File: src/assert_macros.svh
// Assertion macros for the extent file table.
// Bodies assume a clock named clk and a synchronous active-low reset named rst_n.
`ifndef ASSERT_MACROS_SVH
`define ASSERT_MACROS_SVH
`ifndef SYNTHESIS
`define ASSERT_ALWAYS(label, prop) \
  label: assert property (@(posedge clk) disable iff (!rst_n) prop) \
    else $error("assertion failed");
`define ASSERT_NEVER(label, expr) \
  label: assert property (@(posedge clk) disable iff (!rst_n) !(expr)) \
    else $error("assertion failed");
`else
`define ASSERT_ALWAYS(label, prop)
`define ASSERT_NEVER(label, expr)
`endif
`endif

File: src/ffeft_pkg.sv
// Shared constants, codes and controller/datapath command and status types
// for the extent file table. No dependencies.
`timescale 1ns / 1ps

package ffeft_pkg;

  localparam int TABLE_ENTRIES = 16;
  localparam int ADDRESS_BITS  = 10;
  localparam int NAME_BITS     = 64;
  localparam int ACTION_BITS   = 2;
  localparam int STATUS_BITS   = 3;

  localparam int IDX_W  = $clog2(TABLE_ENTRIES);
  localparam int CNT_W  = $clog2(TABLE_ENTRIES + 1);
  localparam int PREV_W = ADDRESS_BITS + 1;
  localparam int SUM_W  = ADDRESS_BITS + 2;

  localparam logic [ADDRESS_BITS-1:0] SPACE_END_RESET = ADDRESS_BITS'(999);

  typedef enum logic [ACTION_BITS-1:0] {
    ACT_STORE = 2'd0,
    ACT_FIND  = 2'd1,
    ACT_ERASE = 2'd2
  } action_t;

  typedef enum logic [STATUS_BITS-1:0] {
    ST_OK       = 3'd0,
    ST_FULL     = 3'd1,
    ST_EXISTS   = 3'd2,
    ST_NOSPACE  = 3'd3,
    ST_NOTFOUND = 3'd4,
    ST_BADNAME  = 3'd5
  } status_t;

  typedef enum logic [2:0] {
    IDX_HOLD,
    IDX_CLR,
    IDX_INC,
    IDX_DEC,
    IDX_CNT
  } idx_op_t;

  typedef enum logic [1:0] {
    RD_CUR,
    RD_BELOW,
    RD_ABOVE
  } rd_sel_t;

  typedef enum logic [1:0] {
    RES_CODE,
    RES_ENTRY,
    RES_NEW
  } res_kind_t;

  typedef struct packed {
    logic      load_item;
    idx_op_t   idx_op;
    rd_sel_t   rd_sel;
    logic      prev_clr;
    logic      prev_adv;
    logic      pos_ld;
    logic      wr_shift;
    logic      wr_new;
    logic      cnt_inc;
    logic      cnt_dec;
    logic      res_ld;
    res_kind_t res_kind;
    status_t   res_status;
    logic      out_load;
  } ctrl_cmd_t;

  typedef struct packed {
    logic                   name_zero;
    logic [ACTION_BITS-1:0] action;
    logic                   full;
    logic                   idx_lt_cnt;
    logic                   name_hit;
    logic                   gap_fit;
    logic                   end_fit;
    logic                   idx_eq_pos;
    logic                   dn_more;
    logic [CNT_W-1:0]       count;
  } dp_sts_t;

endpackage

File: src/ffeft_if.sv
// Valid/ready channel interfaces for the extent file table: request and result.
// Depends on ffeft_pkg for field widths.
`timescale 1ns / 1ps

interface ffeft_in_if import ffeft_pkg::*; ();
  logic                    valid;
  logic                    ready;
  logic [ACTION_BITS-1:0]  action;
  logic [NAME_BITS-1:0]    file_name;
  logic [ADDRESS_BITS-1:0] file_length;

  modport source (output valid, action, file_name, file_length, input ready);
  modport sink   (input valid, action, file_name, file_length, output ready);
endinterface

interface ffeft_out_if import ffeft_pkg::*; ();
  logic                    valid;
  logic                    ready;
  logic [STATUS_BITS-1:0]  status;
  logic [ADDRESS_BITS-1:0] start_address;
  logic [ADDRESS_BITS-1:0] extent_length;

  modport source (output valid, status, start_address, extent_length, input ready);
  modport sink   (input valid, status, start_address, extent_length, output ready);
endinterface

File: src/ffeft_dp.sv
// Datapath of the extent file table: entry storage, walk pointer, gap tracking,
// result and output registers. Depends on ffeft_pkg.
`timescale 1ns / 1ps

module ffeft_dp import ffeft_pkg::*; (
  input  logic                    clk,
  input  logic                    rst_n,
  input  ctrl_cmd_t               cmd,
  output dp_sts_t                 sts,
  input  logic [ACTION_BITS-1:0]  in_action,
  input  logic [NAME_BITS-1:0]    in_file_name,
  input  logic [ADDRESS_BITS-1:0] in_file_length,
  input  logic                    cfg_we,
  input  logic [ADDRESS_BITS-1:0] cfg_wdata,
  output logic [STATUS_BITS-1:0]  out_status,
  output logic [ADDRESS_BITS-1:0] out_start_address,
  output logic [ADDRESS_BITS-1:0] out_extent_length
);

  logic [NAME_BITS-1:0]    ent_name_r  [TABLE_ENTRIES];
  logic [ADDRESS_BITS-1:0] ent_start_r [TABLE_ENTRIES];
  logic [ADDRESS_BITS-1:0] ent_len_r   [TABLE_ENTRIES];

  logic [ADDRESS_BITS-1:0] space_end_r;
  logic [CNT_W-1:0]        count_r, count_nxt;
  logic [CNT_W-1:0]        idx_r, idx_nxt;
  logic [CNT_W-1:0]        pos_r;
  logic [PREV_W-1:0]       prev_r;

  logic [ACTION_BITS-1:0]  item_action_r;
  logic [NAME_BITS-1:0]    item_name_r;
  logic [ADDRESS_BITS-1:0] item_len_r;

  status_t                 res_status_r;
  logic [ADDRESS_BITS-1:0] res_start_r, res_len_r;
  logic [STATUS_BITS-1:0]  out_status_r;
  logic [ADDRESS_BITS-1:0] out_start_r, out_len_r;

  logic [CNT_W-1:0]        rd_ptr;
  logic [NAME_BITS-1:0]    rd_name;
  logic [ADDRESS_BITS-1:0] rd_start, rd_len;
  logic [SUM_W-1:0]        fit_need;
  logic [IDX_W-1:0]        wr_ptr;

  always_comb begin
    case (cmd.rd_sel)
      RD_BELOW: rd_ptr = idx_r - CNT_W'(1);
      RD_ABOVE: rd_ptr = idx_r + CNT_W'(1);
      default:  rd_ptr = idx_r;
    endcase
  end

  assign rd_name  = ent_name_r[rd_ptr[IDX_W-1:0]];
  assign rd_start = ent_start_r[rd_ptr[IDX_W-1:0]];
  assign rd_len   = ent_len_r[rd_ptr[IDX_W-1:0]];
  assign wr_ptr   = idx_r[IDX_W-1:0];

  // end of the new extent if it started at the current gap
  assign fit_need = SUM_W'(prev_r) + SUM_W'(item_len_r);

  always_comb begin
    sts.name_zero  = (item_name_r == '0);
    sts.action     = item_action_r;
    sts.full       = (count_r >= CNT_W'(TABLE_ENTRIES));
    sts.idx_lt_cnt = (idx_r < count_r);
    sts.name_hit   = (rd_name == item_name_r);
    sts.gap_fit    = (SUM_W'(rd_start) >= fit_need);
    sts.end_fit    = (SUM_W'(space_end_r) >= fit_need);
    sts.idx_eq_pos = (idx_r == pos_r);
    sts.dn_more    = (CNT_W'(idx_r + CNT_W'(1)) < count_r);
    sts.count      = count_r;
  end

  always_comb begin
    case (cmd.idx_op)
      IDX_CLR: idx_nxt = '0;
      IDX_INC: idx_nxt = idx_r + CNT_W'(1);
      IDX_DEC: idx_nxt = idx_r - CNT_W'(1);
      IDX_CNT: idx_nxt = count_r;
      default: idx_nxt = idx_r;
    endcase
  end

  always_comb begin
    count_nxt = count_r;
    if (cmd.cnt_inc) begin
      count_nxt = count_r + CNT_W'(1);
    end else if (cmd.cnt_dec) begin
      count_nxt = count_r - CNT_W'(1);
    end
  end

  always_ff @(posedge clk) begin
    if (!rst_n) begin
      space_end_r <= SPACE_END_RESET;
      count_r     <= '0;
      idx_r       <= '0;
    end else begin
      if (cfg_we) begin
        space_end_r <= cfg_wdata;
      end
      count_r <= count_nxt;
      idx_r   <= idx_nxt;
    end
  end

  always_ff @(posedge clk) begin
    if (cmd.load_item) begin
      item_action_r <= in_action;
      item_name_r   <= in_file_name;
      item_len_r    <= in_file_length;
    end
    if (cmd.prev_clr) begin
      prev_r <= '0;
    end else if (cmd.prev_adv) begin
      prev_r <= PREV_W'(rd_start) + PREV_W'(rd_len);
    end
    if (cmd.pos_ld) begin
      pos_r <= idx_r;
    end
    if (cmd.wr_new) begin
      ent_name_r[wr_ptr]  <= item_name_r;
      ent_start_r[wr_ptr] <= prev_r[ADDRESS_BITS-1:0];
      ent_len_r[wr_ptr]   <= item_len_r;
    end else if (cmd.wr_shift) begin
      ent_name_r[wr_ptr]  <= rd_name;
      ent_start_r[wr_ptr] <= rd_start;
      ent_len_r[wr_ptr]   <= rd_len;
    end
    if (cmd.res_ld) begin
      res_status_r <= cmd.res_status;
      case (cmd.res_kind)
        RES_ENTRY: begin
          res_start_r <= rd_start;
          res_len_r   <= rd_len;
        end
        RES_NEW: begin
          res_start_r <= prev_r[ADDRESS_BITS-1:0];
          res_len_r   <= item_len_r;
        end
        default: begin
          res_start_r <= '0;
          res_len_r   <= '0;
        end
      endcase
    end
    if (cmd.out_load) begin
      out_status_r <= res_status_r;
      out_start_r  <= res_start_r;
      out_len_r    <= res_len_r;
    end
  end

  assign out_status        = out_status_r;
  assign out_start_address = out_start_r;
  assign out_extent_length = out_len_r;

endmodule

File: src/ffeft_ctrl.sv
// Controller of the extent file table: sequences check, lookup, gap search and
// table shifts, and owns the handshakes. Depends on ffeft_pkg.
`timescale 1ns / 1ps

module ffeft_ctrl import ffeft_pkg::*; (
  input  logic      clk,
  input  logic      rst_n,
  input  logic      in_valid,
  output logic      in_ready,
  output logic      out_valid,
  input  logic      out_ready,
  input  dp_sts_t   sts,
  output ctrl_cmd_t cmd
);

  typedef enum logic [2:0] {
    S_IDLE,
    S_CHECK,
    S_LOOK,
    S_GAP,
    S_UP,
    S_DN,
    S_FIN
  } state_t;

  state_t state_r, state_nxt;
  logic   out_valid_r, out_valid_nxt;

  assign in_ready  = (state_r == S_IDLE);
  assign out_valid = out_valid_r;

  always_comb begin
    cmd            = '0;
    cmd.idx_op     = IDX_HOLD;
    cmd.rd_sel     = RD_CUR;
    cmd.res_kind   = RES_CODE;
    cmd.res_status = ST_OK;
    state_nxt      = state_r;

    case (state_r)
      S_IDLE: begin
        if (in_valid) begin
          cmd.load_item = 1'b1;
          state_nxt     = S_CHECK;
        end
      end

      S_CHECK: begin
        cmd.idx_op = IDX_CLR;
        state_nxt  = S_LOOK;
        if (sts.name_zero) begin
          cmd.res_ld     = 1'b1;
          cmd.res_status = ST_BADNAME;
          state_nxt      = S_FIN;
        end else if (sts.action == ACT_STORE) begin
          if (sts.full) begin
            cmd.res_ld     = 1'b1;
            cmd.res_status = ST_FULL;
            state_nxt      = S_FIN;
          end
        end else if (sts.action != ACT_FIND && sts.action != ACT_ERASE) begin
          cmd.res_ld     = 1'b1;
          cmd.res_status = ST_NOTFOUND;
          state_nxt      = S_FIN;
        end
      end

      S_LOOK: begin
        if (sts.idx_lt_cnt) begin
          if (sts.name_hit) begin
            case (sts.action)
              ACT_STORE: begin
                cmd.res_ld     = 1'b1;
                cmd.res_status = ST_EXISTS;
                state_nxt      = S_FIN;
              end
              ACT_FIND: begin
                cmd.res_ld     = 1'b1;
                cmd.res_kind   = RES_ENTRY;
                cmd.res_status = ST_OK;
                state_nxt      = S_FIN;
              end
              default: begin
                state_nxt = S_DN;
              end
            endcase
          end else begin
            cmd.idx_op = IDX_INC;
          end
        end else if (sts.action == ACT_STORE) begin
          cmd.idx_op   = IDX_CLR;
          cmd.prev_clr = 1'b1;
          state_nxt    = S_GAP;
        end else begin
          cmd.res_ld     = 1'b1;
          cmd.res_status = ST_NOTFOUND;
          state_nxt      = S_FIN;
        end
      end

      S_GAP: begin
        if (sts.idx_lt_cnt && !sts.gap_fit) begin
          cmd.prev_adv = 1'b1;
          cmd.idx_op   = IDX_INC;
        end else if (sts.idx_lt_cnt || sts.end_fit) begin
          cmd.pos_ld = 1'b1;
          cmd.idx_op = IDX_CNT;
          state_nxt  = S_UP;
        end else begin
          cmd.res_ld     = 1'b1;
          cmd.res_status = ST_NOSPACE;
          state_nxt      = S_FIN;
        end
      end

      S_UP: begin
        if (sts.idx_eq_pos) begin
          cmd.wr_new     = 1'b1;
          cmd.cnt_inc    = 1'b1;
          cmd.res_ld     = 1'b1;
          cmd.res_kind   = RES_NEW;
          cmd.res_status = ST_OK;
          state_nxt      = S_FIN;
        end else begin
          cmd.rd_sel   = RD_BELOW;
          cmd.wr_shift = 1'b1;
          cmd.idx_op   = IDX_DEC;
        end
      end

      S_DN: begin
        if (sts.dn_more) begin
          cmd.rd_sel   = RD_ABOVE;
          cmd.wr_shift = 1'b1;
          cmd.idx_op   = IDX_INC;
        end else begin
          cmd.cnt_dec    = 1'b1;
          cmd.res_ld     = 1'b1;
          cmd.res_status = ST_OK;
          state_nxt      = S_FIN;
        end
      end

      S_FIN: begin
        if (!out_valid_r || out_ready) begin
          cmd.out_load = 1'b1;
          state_nxt    = S_IDLE;
        end
      end

      default: begin
        state_nxt = S_IDLE;
      end
    endcase
  end

  always_comb begin
    out_valid_nxt = out_valid_r;
    if (cmd.out_load) begin
      out_valid_nxt = 1'b1;
    end else if (out_ready) begin
      out_valid_nxt = 1'b0;
    end
  end

  always_ff @(posedge clk) begin
    if (!rst_n) begin
      state_r     <= S_IDLE;
      out_valid_r <= 1'b0;
    end else begin
      state_r     <= state_nxt;
      out_valid_r <= out_valid_nxt;
    end
  end

endmodule

File: src/first_fit_extent_file_table.sv
// First-fit extent file table, top level: joins controller and datapath.
// Depends on ffeft_pkg, ffeft_if, ffeft_ctrl, ffeft_dp and assert_macros.svh.
`timescale 1ns / 1ps
`include "assert_macros.svh"

// Usage
//   in_ch carries one request item (action, file_name, file_length), taken when
//   valid and ready are both high. out_ch returns exactly one result item
//   (status, start_address, extent_length) per request, in request order.
//   cfg_we/cfg_wdata write space_end; write it only while no request is open.
// Timing
//   One request is worked at a time; a single walk pointer over the entry
//   table sets the cost, one entry per cycle. Each request passes a check
//   step, then a lookup walk over the held entries for its name; erase then
//   shifts the entries above the hit down, and store follows with a gap
//   search and an upward shift to insert. A rejected name or a full-table
//   store answers straight from the check step. Every result then goes
//   through the output register.
// Reset
//   rst_n (synchronous, low) empties the table, sets space_end to 999 and
//   drops any pending result. No clearing pass is needed.
// Stall
//   The result sits in an output register; a new request is accepted while
//   it waits, and is held at its final step until the register frees up.

module first_fit_extent_file_table import ffeft_pkg::*; (
  input  logic                    clk,
  input  logic                    rst_n,
  ffeft_in_if.sink                in_ch,
  ffeft_out_if.source             out_ch,
  input  logic                    cfg_we,
  input  logic [ADDRESS_BITS-1:0] cfg_wdata
);

  ctrl_cmd_t cmd;
  dp_sts_t   sts;
  logic      in_ready;
  logic      out_valid;

  // sequence the walk over the table
  ffeft_ctrl u_ctrl (
    .clk       (clk),
    .rst_n     (rst_n),
    .in_valid  (in_ch.valid),
    .in_ready  (in_ready),
    .out_valid (out_valid),
    .out_ready (out_ch.ready),
    .sts       (sts),
    .cmd       (cmd)
  );

  // hold entries, compare names, measure gaps, shift rows
  ffeft_dp u_dp (
    .clk               (clk),
    .rst_n             (rst_n),
    .cmd               (cmd),
    .sts               (sts),
    .in_action         (in_ch.action),
    .in_file_name      (in_ch.file_name),
    .in_file_length    (in_ch.file_length),
    .cfg_we            (cfg_we),
    .cfg_wdata         (cfg_wdata),
    .out_status        (out_ch.status),
    .out_start_address (out_ch.start_address),
    .out_extent_length (out_ch.extent_length)
  );

  assign in_ch.ready  = in_ready;
  assign out_ch.valid = out_valid;

  // the file count never passes the table size
  `ASSERT_NEVER(a_count_range, sts.count > CNT_W'(TABLE_ENTRIES))
  // never insert into a full table
  `ASSERT_NEVER(a_no_insert_full, cmd.wr_new && sts.full)
  // never overwrite a result the receiver has not taken
  `ASSERT_NEVER(a_no_out_overwrite, cmd.out_load && out_ch.valid && !out_ch.ready)
  // an accepted request closes the input until its work is done
  `ASSERT_ALWAYS(a_one_in_flight, (in_ch.valid && in_ch.ready) |=> !in_ch.ready)

endmodule

File: src/flat_wrapper.sv
// flat-port wrapper written by rule: the top's interface ports become plain ports
module first_fit_extent_file_table_flat import ffeft_pkg::*;
  (clk, rst_n, cfg_we, cfg_wdata, in_ch_valid, in_ch_action, in_ch_file_name, in_ch_file_length, in_ch_ready, out_ch_valid, out_ch_status, out_ch_start_address, out_ch_extent_length, out_ch_ready);
  ffeft_in_if in_ch_i ();
  ffeft_out_if out_ch_i ();
  input  logic clk;
  input  logic rst_n;
  input  logic cfg_we;
  input  logic [ADDRESS_BITS-1:0] cfg_wdata;
  input wire logic [$bits(in_ch_i.valid)-1:0] in_ch_valid;
  input wire logic [$bits(in_ch_i.action)-1:0] in_ch_action;
  input wire logic [$bits(in_ch_i.file_name)-1:0] in_ch_file_name;
  input wire logic [$bits(in_ch_i.file_length)-1:0] in_ch_file_length;
  output wire logic [$bits(in_ch_i.ready)-1:0] in_ch_ready;
  output wire logic [$bits(out_ch_i.valid)-1:0] out_ch_valid;
  output wire logic [$bits(out_ch_i.status)-1:0] out_ch_status;
  output wire logic [$bits(out_ch_i.start_address)-1:0] out_ch_start_address;
  output wire logic [$bits(out_ch_i.extent_length)-1:0] out_ch_extent_length;
  input wire logic [$bits(out_ch_i.ready)-1:0] out_ch_ready;
  assign in_ch_i.valid = in_ch_valid;
  assign in_ch_i.action = in_ch_action;
  assign in_ch_i.file_name = in_ch_file_name;
  assign in_ch_i.file_length = in_ch_file_length;
  assign in_ch_ready = in_ch_i.ready;
  assign out_ch_valid = out_ch_i.valid;
  assign out_ch_status = out_ch_i.status;
  assign out_ch_start_address = out_ch_i.start_address;
  assign out_ch_extent_length = out_ch_i.extent_length;
  assign out_ch_i.ready = out_ch_ready;
  first_fit_extent_file_table u_core (.clk(clk), .rst_n(rst_n), .in_ch(in_ch_i), .out_ch(out_ch_i), .cfg_we(cfg_we), .cfg_wdata(cfg_wdata));
endmodule
File: config.mk
export PLATFORM = sky130hd
export DESIGN_NAME = first_fit_extent_file_table_flat
export DESIGN_NICKNAME = d
export VERILOG_FILES = /design/src/ffeft_pkg.sv /design/src/ffeft_if.sv /design/src/ffeft_dp.sv /design/src/ffeft_ctrl.sv /design/src/first_fit_extent_file_table.sv /design/src/flat_wrapper.sv
export VERILOG_INCLUDE_DIRS = /design/src /design/src/src
export SDC_FILE = /design/constraint.sdc
export NUM_CORES = 2
export LEC_CHECK = 0
export BUFFER_PORTS_ARGS = -buffer_cell sky130_fd_sc_hd__buf_4
export CAP_MARGIN = 20
export CORE_MARGIN = 2
export CORE_UTILIZATION = 40
export DETAILED_ROUTE_END_ITERATION = 16
export HOLD_SLACK_MARGIN = 0.03
export PLACE_DENSITY_LB_ADDON = 0.25
export SETUP_SLACK_MARGIN = 0.02
export SYNTH_ARGS = -nofsm -noshare
export SYNTH_HDL_FRONTEND = slang
export SYNTH_SLANG_ARGS = --single-unit
File: constraint.sdc
create_clock -name clk -period 13.4 [get_ports clk]
set_input_delay 1.34 -clock clk [delete_from_list [all_inputs] [get_ports clk]]
set_output_delay 1.34 -clock clk [all_outputs]
set_load 0.005 [all_outputs]
After elaboration in Yosys (flattened, before gate mapping)
Memory sizes are Yosys's and may differ from the RTL's.
Index checks and enable logic that the tools add are counted.
- input port bits: 91
- word-level logic and storage cells: 155
- output and inout port bits: 25
- memories kept: 3
- bits in registers: 162
- memory bits (writable): 1344
- multiplexer cells: 83
- order comparisons: 5
- eq/ne operators: 25
- add/subtract/negate cells: 6
- reduce and logical (&&, ||, !) cells: 14
- bitwise gates (word level): 3
- memories (memory ; depth ; bits a word ; rd ports ; clocked after Yosys merged registers in ; write ports ; line ; RTL):
    u_core.u_dp.ent_name_r ; 16 ; 64 ; 1 ; 0 ; 1 ; ffeft_dp.sv:20 ; logic [NAME_BITS-1:0] ent_name_r [TABLE_ENTRIES];
    u_core.u_dp.ent_len_r ; 16 ; 10 ; 1 ; 0 ; 1 ; ffeft_dp.sv:22 ; logic [ADDRESS_BITS-1:0] ent_len_r [TABLE_ENTRIES];
    u_core.u_dp.ent_start_r ; 16 ; 10 ; 1 ; 0 ; 1 ; ffeft_dp.sv:21 ; logic [ADDRESS_BITS-1:0] ent_start_r [TABLE_ENTRIES];
- operators with widths (kind ; number):
    equality test 64 bit ; 1
    zero test 64 bit ; 1
    two-way mux 64 bit ; 1
    two-way mux 3 bit ; 20
    case mux 10 bit (2 select lines) ; 2
    two-way mux 1 bit ; 32
    >= comparator 10 x 12 -> 1 bit ; 2
    two-way mux 2 bit ; 11
    case mux 3 bit (7 select lines) ; 1
    two-way mux 10 bit ; 2
    case mux 5 bit (4 select lines) ; 1
    case mux 3 bit (5 select lines) ; 1
    adder 11 x 10 -> 12 bit ; 1
    equality test 3 x 2 -> 1 bit (second input constant) ; 4
    equality test 3 bit (second input constant) ; 4
    two-way mux 6 bit ; 2
    case mux 3 bit (4 select lines) ; 1
    adder 10 x 10 -> 11 bit ; 1
    adder 5 x 1 -> 5 bit (second input constant) ; 2
    less-than comparator 5 bit ; 2
    two-way mux 5 bit ; 2
    != test 2 bit (second input constant) ; 5
    subtractor 5 x 1 -> 5 bit (second input constant) ; 2
    two-way mux 4 bit ; 2
    21 further kinds ; 33

Longest topological paths before layout
An unclocked memory read counts as a cell.
- depth after elaboration: 14
- depth in mapped cells: 40

By module
A second synthesis with hierarchy kept.
- cells, all modules: 2921
- area total of the unflattened synthesis: 60609.4 µm²
- by module, submodules not included (module ; instances ; area an instance (µm²) ; cells each):
    ffeft_dp ; 1 ; 60031.3 ; 2833
    ffeft_ctrl ; 1 ; 578.1 ; 88

Worst setup path before layout
OpenSTA, ideal clock, no wires.
- path kind: register to register
- start: reg u_core.u_dp.idx_r[0]
- end: mem u_core.u_dp.ent_len_r[3][0] (enable)
- stages on the path, launching flop included: 17
- arrival time: 8583 ps
- path slack: 4188 ps
- period minus slack after synthesis: 9212 ps
- cells stage by stage: dfxtp_1 buf_2 clkinv_1 clkbuf_1 ha_1 ha_1 a21oi_1 nor2b_1 o21ai_0 nand2b_1 a21oi_1 nand3_1 inv_1 nor2_1 nand2_1 nand2_1 nor3_1
- cells in the longest elaborated chain, start to end: 8
- RTL lines (element ; line ; RTL):
    from (decl) ; ffeft_dp.sv:26 ; logic [CNT_W-1:0] idx_r, idx_nxt;
    from (signal assigned) ; ffeft_dp.sv:103 ; idx_r <= idx_nxt;
    adder 5 x 1 -> 5 bit ; ffeft_dp.sv:70 ; sts.dn_more = (CNT_W'(idx_r + CNT_W'(1)) < count_r);
    less-than comparator 5 bit ; ffeft_dp.sv:70 ;
    two-way mux 1 bit ; ffeft_ctrl.sv:132 ; if (sts.dn_more) begin
    case mux 1 bit (2 select lines) ; ffeft_ctrl.sv:40 ; case (state_r)
    two-way mux 1 bit ; ffeft_dp.sv:125 ; end else if (cmd.wr_shift) begin
    two-way mux 1 bit ; ffeft_dp.sv:121 ; if (cmd.wr_new) begin
    two-way mux 1 bit (not written as such) ; ffeft_dp.sv:128 ; ent_len_r[wr_ptr] <= rd_len;
    bitwise OR 1 bit (no line) ; - ;
    to (decl) ; ffeft_dp.sv:22 ;
Several ways; a longest one is shown, not always the timed one.

Worst setup path in the final report
- start: reg u_core.u_dp.idx_r[0]
- end: reg u_core.u_dp.res_len_r[2] (data pin)
- cells in the longest elaborated chain, start to end: 13
- RTL lines (element ; line ; RTL):
    adder 5 x 1 -> 5 bit ; ffeft_dp.sv:70 ;
    less-than comparator 5 bit ; ffeft_dp.sv:70 ;
    two-way mux 4 bit ; ffeft_ctrl.sv:132 ;
    case mux 2 bit (2 select lines) ; ffeft_ctrl.sv:40 ;
    equality test 2 bit or equality test 2 x 1 -> 1 bit (tied branches) ; ffeft_dp.sv:46 ; case (cmd.rd_sel)
    case mux 4 bit (2 select lines) ; ffeft_dp.sv:46 ;
    memory read (16 x 64 bit) ; - ;
    equality test 64 bit ; ffeft_dp.sv:66 ; sts.name_hit = (rd_name == item_name_r);
    two-way mux 6 bit ; ffeft_ctrl.sv:70 ; if (sts.name_hit) begin
    two-way mux 2 bit ; ffeft_ctrl.sv:69 ; if (sts.idx_lt_cnt) begin
    case mux 2 bit (2 select lines) ; ffeft_ctrl.sv:40 ;
    equality test 2 bit or equality test 2 x 1 -> 1 bit (tied branches) ; ffeft_dp.sv:132 ; case (cmd.res_kind)
    case mux 10 bit (2 select lines) * ; ffeft_dp.sv:132 ;
    to (signal assigned) ; ffeft_dp.sv:135 ; res_len_r <= rd_len;
    to (signal assigned) ; ffeft_dp.sv:139 ; res_len_r <= item_len_r;
    to (decl) ; ffeft_dp.sv:35 ; logic [ADDRESS_BITS-1:0] res_start_r, res_len_r;
Mark *: on every way between the ends. The rest lies on a longest branch, timed or not.
A chain may end at the register's enable or synchronous reset.

==> out/summary.json <==
{
  "status": {
    "run_status": "finished clean"
  },
  "sta": {
    "worst_slew_pin_slew_ns": 1.10,
    "timing.fmax_mhz": 94.4,
    "timing.max_slew.rel_slack_pct": 26.9,
    "grt_setup_unrepaired": "no",
    "finalWorstPathRequiredPeriod_ns": 10.59,
    "final.period_utilization_pct": 79.0,
    "final-hold-violation-count": 0,
    "finClkSkew_ns": 0.0456,
    "finalSetupViolCount": 0,
    "fin_tns_setup_ns": 0,
    "slew_violations": 0
  },
  "floorplan": {
    "coreArea_sq_um": 154000,
    "die_x_um": 398,
    "die_h_um": 398,
    "num_io_pins": 116,
    "std_cell_rows": 144,
    "initial_utilization_pct": 40.3,
    "dieArea_sq_um": 158000
  },
  "clock_network": {
    "tritoncts": "built",
    "cts_resized": 0,
    "holdBufCountCts": 0,
    "ctsLongestPathBuffers": 3,
    "post_cts.repair.setup_buffers": 0,
    "ctsRootBufferMaster": "sky130_fd_sc_hd__clkbuf_16",
    "clock_tree.htree_level_count": 4,
    "insertion_delay_ns": 0.80,
    "numClockSinks": 1506,
    "numCtsBuffers": 160,
    "clock_slew_seen_by_the_registers_of_the_worst_setup_and_hold_paths_ns": 0.06
  },
  "min_path": {
    "hold_path.startpoint": "u_core.u_dp.res_start_r[1]",
    "min_path_type": "flip-flop to flip-flop"
  },
  "synthesis": {
    "syn_nets": 3784,
    "synth_top_family_by_area": "multiplexers",
    "post_synthesis_compound_gate_area_fraction_pct": 6.41,
    "ys.flop_type": "sky130_fd_sc_hd__edfxtp_1",
    "most_instantiated_library_cell_after_synthesis": "sky130_fd_sc_hd__edfxtp_1",
    "fraction_of_synthesized_cell_area_in_xor_and_xnor_cells_pct": 1.16,
    "top_area_cells_in_the_synthesized_netlist": "sky130_fd_sc_hd__edfxtp_1 (71%), sky130_fd_sc_hd__mux4_2 (9.3%), sky130_fd_sc_hd__nand2_1 (2.4%)",
    "synth.cell_area_sq_um": 62100,
    "synth_seq_area_share_pct": 72.3,
    "synth_edf_count": 1471,
    "yosys.area_share.simple_pct": 5.36,
    "netlist.top_cell.by_area": "sky130_fd_sc_hd__edfxtp_1",
    "muxShareOfSynthArea_pct": 11.5,
    "synth.top_cell.area_share_pct": 71.2,
    "yosys-top-cells-count": "sky130_fd_sc_hd__edfxtp_1 (1,471), sky130_fd_sc_hd__nand2_1 (401), sky130_fd_sc_hd__mux4_2 (257)",
    "synthDistinctLibCells": 84,
    "post_synth_fa_ha_maj_area_fraction_pct": 1.31,
    "flops_latches_synth": 1506,
    "synth_area_per_cell_sq_um": 17.1,
    "synth_cells": 3630,
    "synth_async_sr_flop_share_pct": 0,
    "ys_warn_count": 0
  },
  "global_route": {
    "first_pass_grt_wire_length_um": 249000,
    "grt_antenna_before_repair": 4,
    "grt_max_degree": 108,
    "globalRouteTotalUtil_pct": 21.7,
    "via_count_of_the_first_global_routing_pass": 34706,
    "grt_overflow_total": 0
  },
  "critical_path": {
    "timing.critical_path.from": "u_core.u_dp.idx_r[0]",
    "timing.critical_path.from_type": "flip-flop",
    "delay_of_the_slowest_cell_on_the_worst_path_ns": 0.92,
    "path_class": "flip-flop to flip-flop",
    "critical_path.most_common_cell": "sky130_fd_sc_hd__buf_4",
    "critical_path_arrival_ns": 11.23,
    "cp-end-kind": "flip-flop",
    "worst_path_max_delay_cell": "sky130_fd_sc_hd__nor3_1",
    "critical_path.max_fanout": 52,
    "cp.required_ns": 14.04,
    "reg2reg_from": "u_core.u_dp.idx_r[0]"
  },
  "cells_and_area": {
    "multi_input_comb_area_sq_um": 16200,
    "syn_to_final_growth_pct": 14.1,
    "regArea_sq_um": 44900,
    "layout.core_utilization_pct": 46.0,
    "num-nets-final": 3979,
    "antenna-diode-count": 0,
    "drive_gt1_share_pct": 20.3,
    "num-fill-cells": 13167
  },
  "placement": {
    "i_o_buffers": 115,
    "globalplace.congestion": 0.827,
    "post-dp-hpwl_um": 97200
  },
  "route": {
    "avgViaCountPerCell": 5.92,
    "detailedRoute.firstIterationViolations": 4228,
    "vias": 35492,
    "antenna_violating_nets_post_route": 0,
    "detail_route.wirelength_um": 173000,
    "post_drt_wl_per_cell_um": 28.9,
    "drc": 0,
    "drt_pre_antenna_iters": 5
  },
  "pwr": {
    "switching_power_mw": 5.51,
    "power_switching_share_pct": 34.4,
    "total_power_mw": 16.0,
    "comb_power_share_pct": 34.1,
    "part_of_the_power_in_the_clock_network_pct": 26.7,
    "seq_power_share_pct": 39.2,
    "cellInternalPower_mw": 10.5,
    "worst_ir_drop_vdd_uv": 186,
    "power.density_nw_per_um2": 226,
    "static-leakage-power_nw": 23.4
  },
  "job": {
    "max_cap_violations": 0
  }
}
==> worst max-delay path: cells and delay by family (launching register included) <==
family                   cells  cell delay, ns
AND/OR/NAND/NOR             11            3.63
AO/OA/AOI/OAI                5            1.04
adder cells (fa/ha/maj)      3            1.41
buffers and inverters        6            2.75
flip-flops                   1            0.44
XOR/XNOR                     2            0.43
multiplexers                 1            0.58
==> power by group through the flow <==
stage	Sequential, mW	Combinational, mW	Clock (mW)
after global placement	6.37	5.40	0
after detailed placement	6.38	5.45	0
final	6.28	5.46	4.27
after floorplan	6.26	3.68	0
after global routing	6.30	5.89	4.52
after CTS	6.28	5.47	4.34
==> metal layers <==
layer	vias to the layer above	part of all wire [%]	track usage, %
met4	2	2.9	6.99
li1	14929	-	-
met5	-	0.0063	0
met1	18719	43	31.9
met2	1549	45	33.1
met3	293	8.3	3.53
==> final timing paths <==
check	endpoint	slack, ns	cells after the start
worst max-delay path	u_core.u_dp.res_len_r[2]	2.81	28
worst min-delay path	u_core.u_dp.out_start_address[1]	0.42	0
worst max register to register	u_core.u_dp.res_len_r[2]	2.81	28
worst min register to register	u_core.u_dp.out_start_address[1]	0.42	0
==> cell families (layout without fill, tap and decap cells) <==
logic type                 Yosys count  after routing
and+or+nand+nor                    745            745
muxes                              388            388
buffers and inverters              290            607
AOI/OAI and AO/OA                  556            556
xor gates and xnor gates            82             82
adders and majority gates           63             63
DFF                               1506           1506
==> registers in the layout, indices dropped and copies added (netlist names), 3 cells and up <==
signal and count:
u_core.u_dp.res_len_r 10, u_core.u_dp.out_extent_length 10, u_core.u_dp.pos_r 5, u_core.u_ctrl.state_r 3, u_core.u_dp.res_start_r 10, u_core.u_dp.idx_r 5
u_core.u_dp.item_len_r 10, u_core.u_dp.prev_r 11, u_core.u_dp.out_start_address 10, u_core.u_dp.ent_name_r 1024, u_core.u_dp.item_name_r 64, u_core.u_dp.res_status_r 3
u_core.u_dp.space_end_r 10, u_core.u_dp.ent_len_r 160, u_core.u_dp.ent_start_r 160, u_core.u_dp.count_r 5, u_core.u_dp.out_status 3
==> through the flow <==
stage	hold slack (ns)	cells	setup WS [ns]	area (sq um)
final	0.417	5991	2.81	70800
after global routing	0.422	5991	2.07	70800
after CTS	0.419	5987	2.82	70800
after detailed placement	0.405	5703	2.86	65800
after global placement	0.402	5701	3.06	65800
after floorplan	0.400	3630	4.19	62100
==> cell usage in the layout, fill, tap and decap left out, types with 10 or more instances in the layout <==
cell / n
sky130_fd_sc_hd__edfxtp_1: 1471
sky130_fd_sc_hd__mux2i_1: 106
sky130_fd_sc_hd__xnor2_1: 39
sky130_fd_sc_hd__nor2_4: 15
sky130_fd_sc_hd__o21ai_0: 58
sky130_fd_sc_hd__inv_1: 78
sky130_fd_sc_hd__nand4_1: 18
sky130_fd_sc_hd__clkbuf_16: 166
sky130_fd_sc_hd__mux4_2: 257
sky130_fd_sc_hd__o221ai_1: 23
sky130_fd_sc_hd__nor4_1: 24
sky130_fd_sc_hd__clkinv_1: 41
sky130_fd_sc_hd__nand2_1: 398
sky130_fd_sc_hd__clkbuf_1: 28
sky130_fd_sc_hd__dfxtp_1: 34
sky130_fd_sc_hd__a2111oi_0: 15
sky130_fd_sc_hd__and3_1: 46
sky130_fd_sc_hd__nor3_1: 22
sky130_fd_sc_hd__o22ai_1: 17
sky130_fd_sc_hd__xor2_1: 43
sky130_fd_sc_hd__ha_1: 59
sky130_fd_sc_hd__nor2b_1: 10
sky130_fd_sc_hd__clkinv_2: 23
sky130_fd_sc_hd__mux2_2: 24
sky130_fd_sc_hd__o211ai_1: 61
sky130_fd_sc_hd__nand3_1: 52
sky130_fd_sc_hd__a211oi_1: 30
sky130_fd_sc_hd__a22oi_1: 77
sky130_fd_sc_hd__nor2_1: 95
sky130_fd_sc_hd__nand2b_1: 14
sky130_fd_sc_hd__a31oi_1: 48
sky130_fd_sc_hd__o2111ai_1: 18
sky130_fd_sc_hd__a21o_1: 22
sky130_fd_sc_hd__a21oi_1: 85
sky130_fd_sc_hd__buf_4: 235
==> final cells by class <==
| cell class | instances | share of cell area, % |
|---|---|---|
| clock buffer | 194 | 6.01 |
| clock inverter | 90 | 1.07 |
| inverter | 80 | 0.424 |
| multi-input combinational | 1834 | 22.9 |
| sequential | 1506 | 63.3 |
| tap | 2044 | 3.61 |
| timing repair buffer | 243 | 2.65 |
No activity file was read; power rests on OpenSTA's default activity.
